`src/sv/spc_pkg.sv`:
```
// Shared constants, types and the arctangent table for the sonar
// polar-to-Cartesian scan converter. No dependencies.

package spc_pkg;

  localparam int THR_W      = 8;
  localparam int RSTEP_W    = 20;
  localparam int HALF_W     = 18;
  localparam int ASTEP_W    = 27;
  localparam int INT_W      = 16;
  localparam int COORD_W    = 32;
  localparam int CFG_IDX_W  = 3;
  localparam int CFG_DATA_W = 32;

  // CORDIC datapath widths: x and y in Q1.30 with headroom, angles in Q.24.
  localparam int XY_W   = 33;
  localparam int Z_W    = 28;
  localparam int TRIG_W = 28;

  localparam logic [26:0] TWO_PI_Q24  = 27'd105414358;
  localparam logic [26:0] PI_Q24      = 27'd52707179;
  localparam logic [26:0] HALF_PI_Q24 = 27'd26353589;

  localparam logic [XY_W-1:0] CORDIC_GAIN_Q30 = 33'd652032874;

  typedef enum logic [CFG_IDX_W-1:0] {
    CFG_THRESHOLD  = 3'd0,
    CFG_NORMALIZE  = 3'd1,
    CFG_RANGE_STEP = 3'd2,
    CFG_HALF_ANGLE = 3'd3,
    CFG_ANGLE_STEP = 3'd4
  } cfg_idx_t;

  // atan(2^-i) in Q.24.
  function automatic logic [23:0] atan_q24(input int unsigned idx);
    logic [23:0] v;
    case (idx)
      0:       v = 24'd13176795;
      1:       v = 24'd7778716;
      2:       v = 24'd4110060;
      3:       v = 24'd2086331;
      4:       v = 24'd1047214;
      5:       v = 24'd524117;
      6:       v = 24'd262123;
      7:       v = 24'd131069;
      8:       v = 24'd65536;
      9:       v = 24'd32768;
      10:      v = 24'd16384;
      11:      v = 24'd8192;
      12:      v = 24'd4096;
      13:      v = 24'd2048;
      14:      v = 24'd1024;
      15:      v = 24'd512;
      16:      v = 24'd256;
      17:      v = 24'd128;
      18:      v = 24'd64;
      19:      v = 24'd32;
      20:      v = 24'd16;
      21:      v = 24'd8;
      22:      v = 24'd4;
      23:      v = 24'd2;
      default: v = 24'd0;
    endcase
    return v;
  endfunction

endpackage

```
`src/sv/spc_mod_cell.sv`:
```
// One restoring step of the bearing reduction modulo 2*pi.
// Depends on spc_pkg for the 2*pi constant in Q.24.

module spc_mod_cell
  import spc_pkg::*;
#(
  parameter int W      = 39,
  parameter int SHIFT  = 0,
  parameter int SIDE_W = 1
) (
  input  logic              clk,
  input  logic              rst_n,
  input  logic              valid_i,
  input  logic [W-1:0]      rem_i,
  input  logic [SIDE_W-1:0] side_i,
  output logic              valid_o,
  output logic [W-1:0]      rem_o,
  output logic [SIDE_W-1:0] side_o
);

  localparam logic [W-1:0] SUB = W'(TWO_PI_Q24) << SHIFT;

  logic              valid_r;
  logic [W-1:0]      rem_r;
  logic [SIDE_W-1:0] side_r;

  always_ff @(posedge clk) begin
    if (!rst_n) begin
      valid_r <= 1'b0;
    end else begin
      valid_r <= valid_i;
    end
    rem_r  <= (rem_i >= SUB) ? rem_i - SUB : rem_i;
    side_r <= side_i;
  end

  assign valid_o = valid_r;
  assign rem_o   = rem_r;
  assign side_o  = side_r;

endmodule

```
`config.mk`:
```
export PLATFORM = sky130hd
export DESIGN_NAME = spc_mod_cell
export DESIGN_NICKNAME = d
export VERILOG_FILES = /design/src/sv/spc_pkg.sv /design/src/sv/spc_mod_cell.sv
export SDC_FILE = /design/constraint.sdc
export NUM_CORES = 1
export LEC_CHECK = 0
export BUFFER_PORTS_ARGS = -buffer_cell sky130_fd_sc_hd__clkbuf_2
export CAP_MARGIN = 20
export CORE_MARGIN = 4
export CORE_UTILIZATION = 35
export DETAILED_ROUTE_END_ITERATION = 8
export MAX_ROUTING_LAYER = met4
export PLACE_DENSITY = 0.67
export SLEW_MARGIN = 15
export SYNTH_ARGS = -nofsm -noshare
export SYNTH_HDL_FRONTEND = slang
export SYNTH_SLANG_ARGS = --single-unit
```
`constraint.sdc`:
```
create_clock -name clk -period 2.6 [get_ports clk]
set_input_delay 0.26 -clock clk [delete_from_list [all_inputs] [get_ports clk]]
set_output_delay 0.26 -clock clk [all_outputs]
set_load 0.05 [all_outputs]
```
### Word-level counts from Yosys, hierarchy flattened

Cells that the tools add are included.

* $lt $le $gt $ge: 1
* muxes and demuxes: 1
* add/subtract/negate cells: 1

Operators with widths (number)
* >= comparator 39 x 27 -> 1 bit (second input constant): 1
* 2-to-1 mux 39 bit: 1
* subtractor 39 x 27 -> 39 bit (second input constant): 1

* input bits: 43
* output and inout port bits: 41
* flip-flop bits (word level): 41

### Logic depth before layout (Yosys ltp)

Gate-level depths: netlist (run 1).

* word-level depth: 2
* depth in mapped cells: 8
* depth with buffers taken out: 7

### Worst setup path before layout (run 1)

OpenSTA, ideal clock, no wires.

* kind: input -> register
* start: input rem_i[18]
* end: register rem_r[12], in the netlist rem_o[12]
* cell stages on the path: 7
* slack: 601 ps
* setup time: 124 ps
* data required time: 2476 ps
* path buffers: 1
* arrival time: 1876 ps
* path through: or4_4 a211o_1 a31oi_2 o211a_1 buf_6 nor3_2 xor2_1

* longest elaborated chain between the ends: 2

Ends and longest elaborated chain
* from (decl): line spc_mod_cell.sv:14 `input logic [W-1:0] rem_i,`
* >= comparator 39 x 27 -> 1 bit: line spc_mod_cell.sv:33 `rem_r <= (rem_i >= SUB) ? rem_i - SUB : rem_i;`
* 2-to-1 mux 39 bit: line spc_mod_cell.sv:33
* to (signal assigned): line spc_mod_cell.sv:33
* to (decl): line spc_mod_cell.sv:24 `logic [W-1:0] rem_r;`

Every way passes these cells.
A chain may end at the register's enable or synchronous reset.

### Worst setup path in the final report (run 1)

* start: input rem_i[34]
* end: register rem_r[31], in the netlist rem_o[31]

The elaborated chain is that of the path after synthesis.

==> flow_metrics.tcl, run 1 <==
set metrics [dict create \
    grt-busiest-layer "met2" \
    layout_area_overhead_pct 29.4 \
    global_route.usage.total_pct 14.7 \
    synth_seq_area_share_pct 41.8 \
    grt.met2_usage_pct 23.5 \
    cellLeakagePower_uw 0.00117 \
    unrepaired_setup_endpoints_after_global_routing "false" \
    final_antenna_net_count 0 \
    cts_resized 0 \
    post_drt_wl_per_cell_um 13.1 \
    grt_first_pass_wirelength_um 8040 \
    cts_hold_buffers 0 \
    clkTransAtPathRegs_ns 0.07 \
    clk_path_buf_depth 2 \
    setup.worst_path.class "in -> reg" \
    io_pins 84 \
    grt_max_degree 28 \
    syn_inst 194 \
    final-max-slew-violation-count 0 \
    cts_tree "built" \
    worst-endpoint-required_ns 2.77 \
    fin_crit_ns 2.15 \
    layout.cells.most_common_list "83 x sky130_fd_sc_hd__clkbuf_2, 41 x sky130_fd_sc_hd__dfxtp_1, 27 x sky130_fd_sc_hd__xnor2_1, 15 x sky130_fd_sc_hd__nand2_1, 12 x sky130_fd_sc_hd__nor2_1" \
    final_antenna_diode_count 0 \
    fin_tns_setup_ns 0 \
    count_of_warnings_emitted_by_yosys 0 \
    start_util_pct 35.9 \
    numClockSinks 41 \
    synthesis.area_mm2 0.00197 \
    drv.max_cap_violation_count 0 \
    first_iter_violations 85 \
    floorplan.core_area_mm2 0.00547 \
    worstHoldPathType "in -> reg" \
    drcViolationCount 0 \
    globalRouteMet1Util_pct 17.9 \
    worstPathArrival_ns 2.33 \
    total_power_uw 1540 \
    final-hold-violation-count 0 \
    timing_worst_slew_pin_value_ns 0.803 \
    synth_area_per_cell_um2 10.1 \
    min_delay_path_depth 1 \
    grt_antenna_before_repair 0 \
    hold_path_startpoint "side_i" \
    overall_overflow_remaining_after_global_route 0 \
    drt_wl_total_um 4700 \
    numCtsBuffers 5 \
    gpl.final_weighted_congestion 0.911 \
    io_buffers 83 \
    groute.layer.met3.usage_pct 3.87 \
    layout-drive-gt1-share_pct 42.7 \
    layout.cells.most_common "sky130_fd_sc_hd__clkbuf_2" \
    first_global_vias 1801 \
    die_h_um 82.9 \
    die_w_um 82.9 \
    ir_drop_v 0.000291 \
    maxClockFrequency_mhz 464 \
    synth.ff_latch_count 41 \
    via_count 1712 \
    synthDistinctLibCells 50 \
    synthesis.nets 238 \
    number_of_endpoints_failing_setup_at_the_final_stage 0 \
    final_net_count 329 \
    critPathLaunchType "input pin" \
    cts_root_buf "sky130_fd_sc_hd__clkbuf_8" \
    ctsHtreeMaxLevel 2 \
    number_of_vias_per_cell 4.78 \
    result_of_the_run "completed" \
    post-dp-hpwl_um 3780 \
    area_enclosed_by_the_die_boundary_mm2 0.00688 \
    timing.critical_path.fanout_max 27 \
    rows 27 \
    fin_crit_sh_pct 82.8 \
    power.density_cell_area_mw_per_mm2 604 \
    holdPathEnd "side_o$_DFF_P_" \
    worst_slew_margin_relative_to_its_limit_pct 46.2 \
    critical_path.endpoint_type "flop" \
    post_cts_buffers 0 \
    first_pass_iters 4 \
]
-- per-layer routing --
layer  vias to the layer above  share of wire, %
li1                        876                 -
met1                       762                45
met2                        64                47
met3                        10               5.6
met4                         0               1.9
met5                         -                 0
-- sequential cells by signal (all words and copies together) (netlist names) --
name     cells
side_o       1
valid_o      1
rem_o       39
-- worst max-delay path, cell delays in order --
cell and delay (ns):
sky130_fd_sc_hd__clkbuf_2 0.10, sky130_fd_sc_hd__or3_1 0.43, sky130_fd_sc_hd__a2111oi_0 0.56, sky130_fd_sc_hd__and3b_2 0.33, sky130_fd_sc_hd__o211ai_4 0.29, sky130_fd_sc_hd__a31oi_1 0.27, sky130_fd_sc_hd__a31oi_1 0.07
-- logic make-up after synthesis --
family          synth area share [%]
flops                           41.8
fa+ha+maj                      0.636
buf+inv                         3.63
compound gates                  15.4
xor+xnor                        15.6
simple gates                    23.0
-- worst max path at each step --
stage,cells after the start,startpoint,to
2_1_floorplan,7,rem_i[18],rem_o[12]$_DFF_P_
6_report,7,rem_i[34],rem_o[31]$_DFF_P_
5_1_grt,7,rem_i[34],rem_o[31]$_DFF_P_
3_5_place_dp,8,rem_i[34],rem_o[12]$_DFF_P_
4_1_cts,7,rem_i[34],rem_o[38]$_DFF_P_
3_3_place_gp,7,rem_i[18],rem_o[38]$_DFF_P_
-- cell usage after synthesis (all sizes together) --
cell type / instances / area [µm²]
dfxtp: 41 / 821
xnor2: 27 / 236
nand2: 15 / 56.3
nor2: 12 / 45.0
nand3: 10 / 65.1
a21oi: 9 / 52.6
xor2: 8 / 70.1
nand4: 7 / 50.1
nor3: 6 / 56.3
buf: 5 / 56.3
o21ai: 5 / 28.8
a21o: 4 / 38.8
and2: 4 / 25.0
a211o: 3 / 27.5
a31oi: 3 / 25.0
inv: 3 / 11.3
o211ai: 3 / 46.3
or3: 3 / 18.8
a21boi: 2 / 18.8
and3: 2 / 12.5
nand4b: 2 / 17.5
nor4: 2 / 12.5
o211a: 2 / 20.0
or2: 2 / 12.5
or4: 2 / 20.0
a2111oi: 1 / 8.76
a32oi: 1 / 8.76
a41oi: 1 / 8.76
and3b: 1 / 10.0
and4: 1 / 8.76
clkbuf: 1 / 3.75
ha: 1 / 12.5
nand2b: 1 / 6.26
nand3b: 1 / 11.3
nor4b: 1 / 23.8
o2111ai: 1 / 8.76
o31a: 1 / 10.0
-- layout make-up --
type,instances,area [µm²]
well taps,72,90.1
fillers,565,2930
multi-input cells,144,1070
inverters,3,11.3
repair buffers,90,468
clock buffers,8,80.1
flip-flops and latches,41,821
-- per-stage QoR --
stage               std cells  instance area, µm²  hold slack, ns  setup slack [ns]  utilization, %
finish                    358                2540          0.0696             0.446            46.5
global route              358                2540          0.0567             0.241            46.5
CTS                       358                2540          0.0609             0.454            46.5
detailed placement        350                2460           0.364             0.141            45.0
global placement          350                2460           0.365             0.227            45.0
floorplan                 194                1970           0.288             0.601               -
-- power breakdown --
part / internal [µW] / total, µW / leakage [µW] / switching [µW]
Sequential: 686 / 701 / 0.000346 / 15.2
Combinational: 121 / 440 / 0.000786 / 319
Clock: 191 / 396 / 0.0000395 / 205
Total: 998 / 1540 / 0.00117 / 540
Power figures use the tool's default switching activity.
==> run 2, diff against run 1 <==
- clock period: 2.6 -> 2.22 ns (I/O delays scaled with it)
==> flow_metrics.tcl, run 2 (synthesized netlist as in run 1, its figures left out) <==
set metrics [dict create \
    ir_drop_v 0.000284 \
    power.density_cell_area_mw_per_mm2 700 \
    drv.max_cap_violation_count 0 \
    grt_first_pass_wirelength_um 8070 \
    critPathLaunchType "input pin" \
    start_util_pct 35.9 \
    io_buffers 83 \
    fin_ws_ns 0.362 \
    rows 27 \
    area_of_combinational_cells_with_multiple_inputs_mm2 0.00107 \
    setup.worst_path.class "in -> reg" \
    result_of_the_run "completed" \
    crit_startpoint "rem_i[34]" \
    worstPathArrival_ns 2.03 \
    cts_resized 0 \
    clk_path_buf_depth 2 \
    first_iter_violations 44 \
    numClockSinks 41 \
    layout_area_overhead_pct 33.4 \
    first_pass_iters 4 \
    critical_path.endpoint_type "flop" \
    final-hold-violation-count 0 \
    worstHoldPathType "in -> reg" \
    setup_slack_at_placement_ns 0.0279 \
    number_of_endpoints_failing_setup_at_the_final_stage 0 \
    via_count 1733 \
    area_enclosed_by_the_die_boundary_mm2 0.00688 \
    ctsHtreeMaxLevel 2 \
    power.sequential.fraction_pct 44.7 \
    die_w_um 82.9 \
    sequential_cell_area_in_the_final_layout_um2 821 \
    cellLeakagePower_uw 0.00122 \
    timing.critical_path.fanout_max 4 \
    fin_tns_setup_ns 0 \
    fin_crit_ns 1.86 \
    cts_hold_buffers 0 \
    final_core_util_pct 47.9 \
    cell_internal_pwr_uw 1200 \
    holdPathEnd "side_o$_DFF_P_" \
    cts_tree "built" \
    number_of_vias_per_cell 4.75 \
    layout.cells.most_common_list "83 x sky130_fd_sc_hd__clkbuf_2, 41 x sky130_fd_sc_hd__dfxtp_1, 27 x sky130_fd_sc_hd__xnor2_1, 15 x sky130_fd_sc_hd__nand2_1, 14 x sky130_fd_sc_hd__buf_4" \
    grt_max_degree 18 \
    grt_antenna_before_repair 0 \
    unrepaired_setup_endpoints_after_global_routing "false" \
    hold_path_startpoint "side_i" \
    gpl.final_weighted_congestion 0.855 \
    global_route.usage.total_pct 14.8 \
    drt_wl_total_um 4710 \
    flip_flop_count_of_the_largest_register_after_layout 39 \
    final-max-slew-violation-count 0 \
    switching_share_pct 34.7 \
    switching_power_of_the_nets_uw 637 \
    layout-drive-gt1-share_pct 44.7 \
    combPwrFrac_pct 28.5 \
    fill_cell_instance_count_of_the_final_layout 561 \
    floorplan.core_area_mm2 0.00547 \
    post-dp-hpwl_um 3860 \
    numCtsBuffers 5 \
    cts_root_buf "sky130_fd_sc_hd__clkbuf_8" \
    worst-endpoint-required_ns 2.39 \
    timing_worst_slew_pin_value_ns 0.468 \
    clkTransAtPathRegs_ns 0.07 \
    overall_overflow_remaining_after_global_route 0 \
    post_drt_wl_per_cell_um 12.9 \
    final_antenna_diode_count 0 \
    fin_crit_sh_pct 83.7 \
    min_delay_path_depth 1 \
    clkPwrFrac_pct 26.8 \
    total_power_uw 1840 \
    first_global_vias 1711 \
    maxClockFrequency_mhz 538 \
    final_net_count 337 \
    layout.cells.most_common "sky130_fd_sc_hd__clkbuf_2" \
    drcViolationCount 0 \
    io_pins 84 \
    die_h_um 82.9 \
    worst_slew_margin_relative_to_its_limit_pct 68.0 \
    post_cts_buffers 0 \
    finalHoldWorstSlack_ns 0.0240 \
    final_antenna_net_count 0 \
]
[run 2: cell types whose count changed in the layout (fill, tap and decap cells not counted), sizes merged]
cell / change
clkbuf: -1
buf: +8
[run 2: cell type report]
cell class	instances	area share, %
clock buffers	7	3.29
inverters	3	0.429
multi-input cells	144	40.9
flip-flops and latches	41	31.3
well taps	72	3.44
repair buffers	98	20.6
[run 2: critical path, stage by stage]
cell and delay, ns:
sky130_fd_sc_hd__clkbuf_2 0.08, sky130_fd_sc_hd__or3_1 0.42, sky130_fd_sc_hd__a2111oi_0 0.48, sky130_fd_sc_hd__and3b_2 0.31, sky130_fd_sc_hd__o211a_1 0.19, sky130_fd_sc_hd__buf_4 0.14
sky130_fd_sc_hd__nor4_1 0.05, sky130_fd_sc_hd__xor2_1 0.14
[run 2: stage by stage]
stage	std cells	instance area (µm²)
after CTS	365	2620
after global routing	365	2620
after floorplan	194	1970
final	365	2620
after global placement	358	2540
after detailed placement	358	2540
[run 2: how the worst max path moves through the flow]
stage	cells after the start	end	slack, ns
4_1_cts	8	rem_o[17]$_DFF_P_	0.35
3_5_place_dp	8	rem_o[17]$_DFF_P_	0.03
6_report	8	rem_o[17]$_DFF_P_	0.36
3_3_place_gp	8	rem_o[17]$_DFF_P_	0.05
2_1_floorplan	7	rem_o[12]$_DFF_P_	0.26
5_1_grt	8	rem_o[33]$_DFF_P_	0.16
[run 2: metal layers]
metal / global-route usage (%) / vias to the layer above / wire length, µm
li1: - / 889 / -
met1: 17.1 / 778 / 2100
met2: 23.9 / 59 / 2240
met3: 4.56 / 7 / 286
met4: 6.24 / 0 / 89
met5: - / - / 0
[run 2: power by group through the flow]
stage / logic (µW) / registers, µW / clock network [µW]
3_5_place_dp: 527 / 838 / 0
2_1_floorplan: 123 / 1080 / 0
5_1_grt: 557 / 828 / 551
3_3_place_gp: 525 / 839 / 0
4_1_cts: 529 / 822 / 513
6_report: 524 / 821 / 491
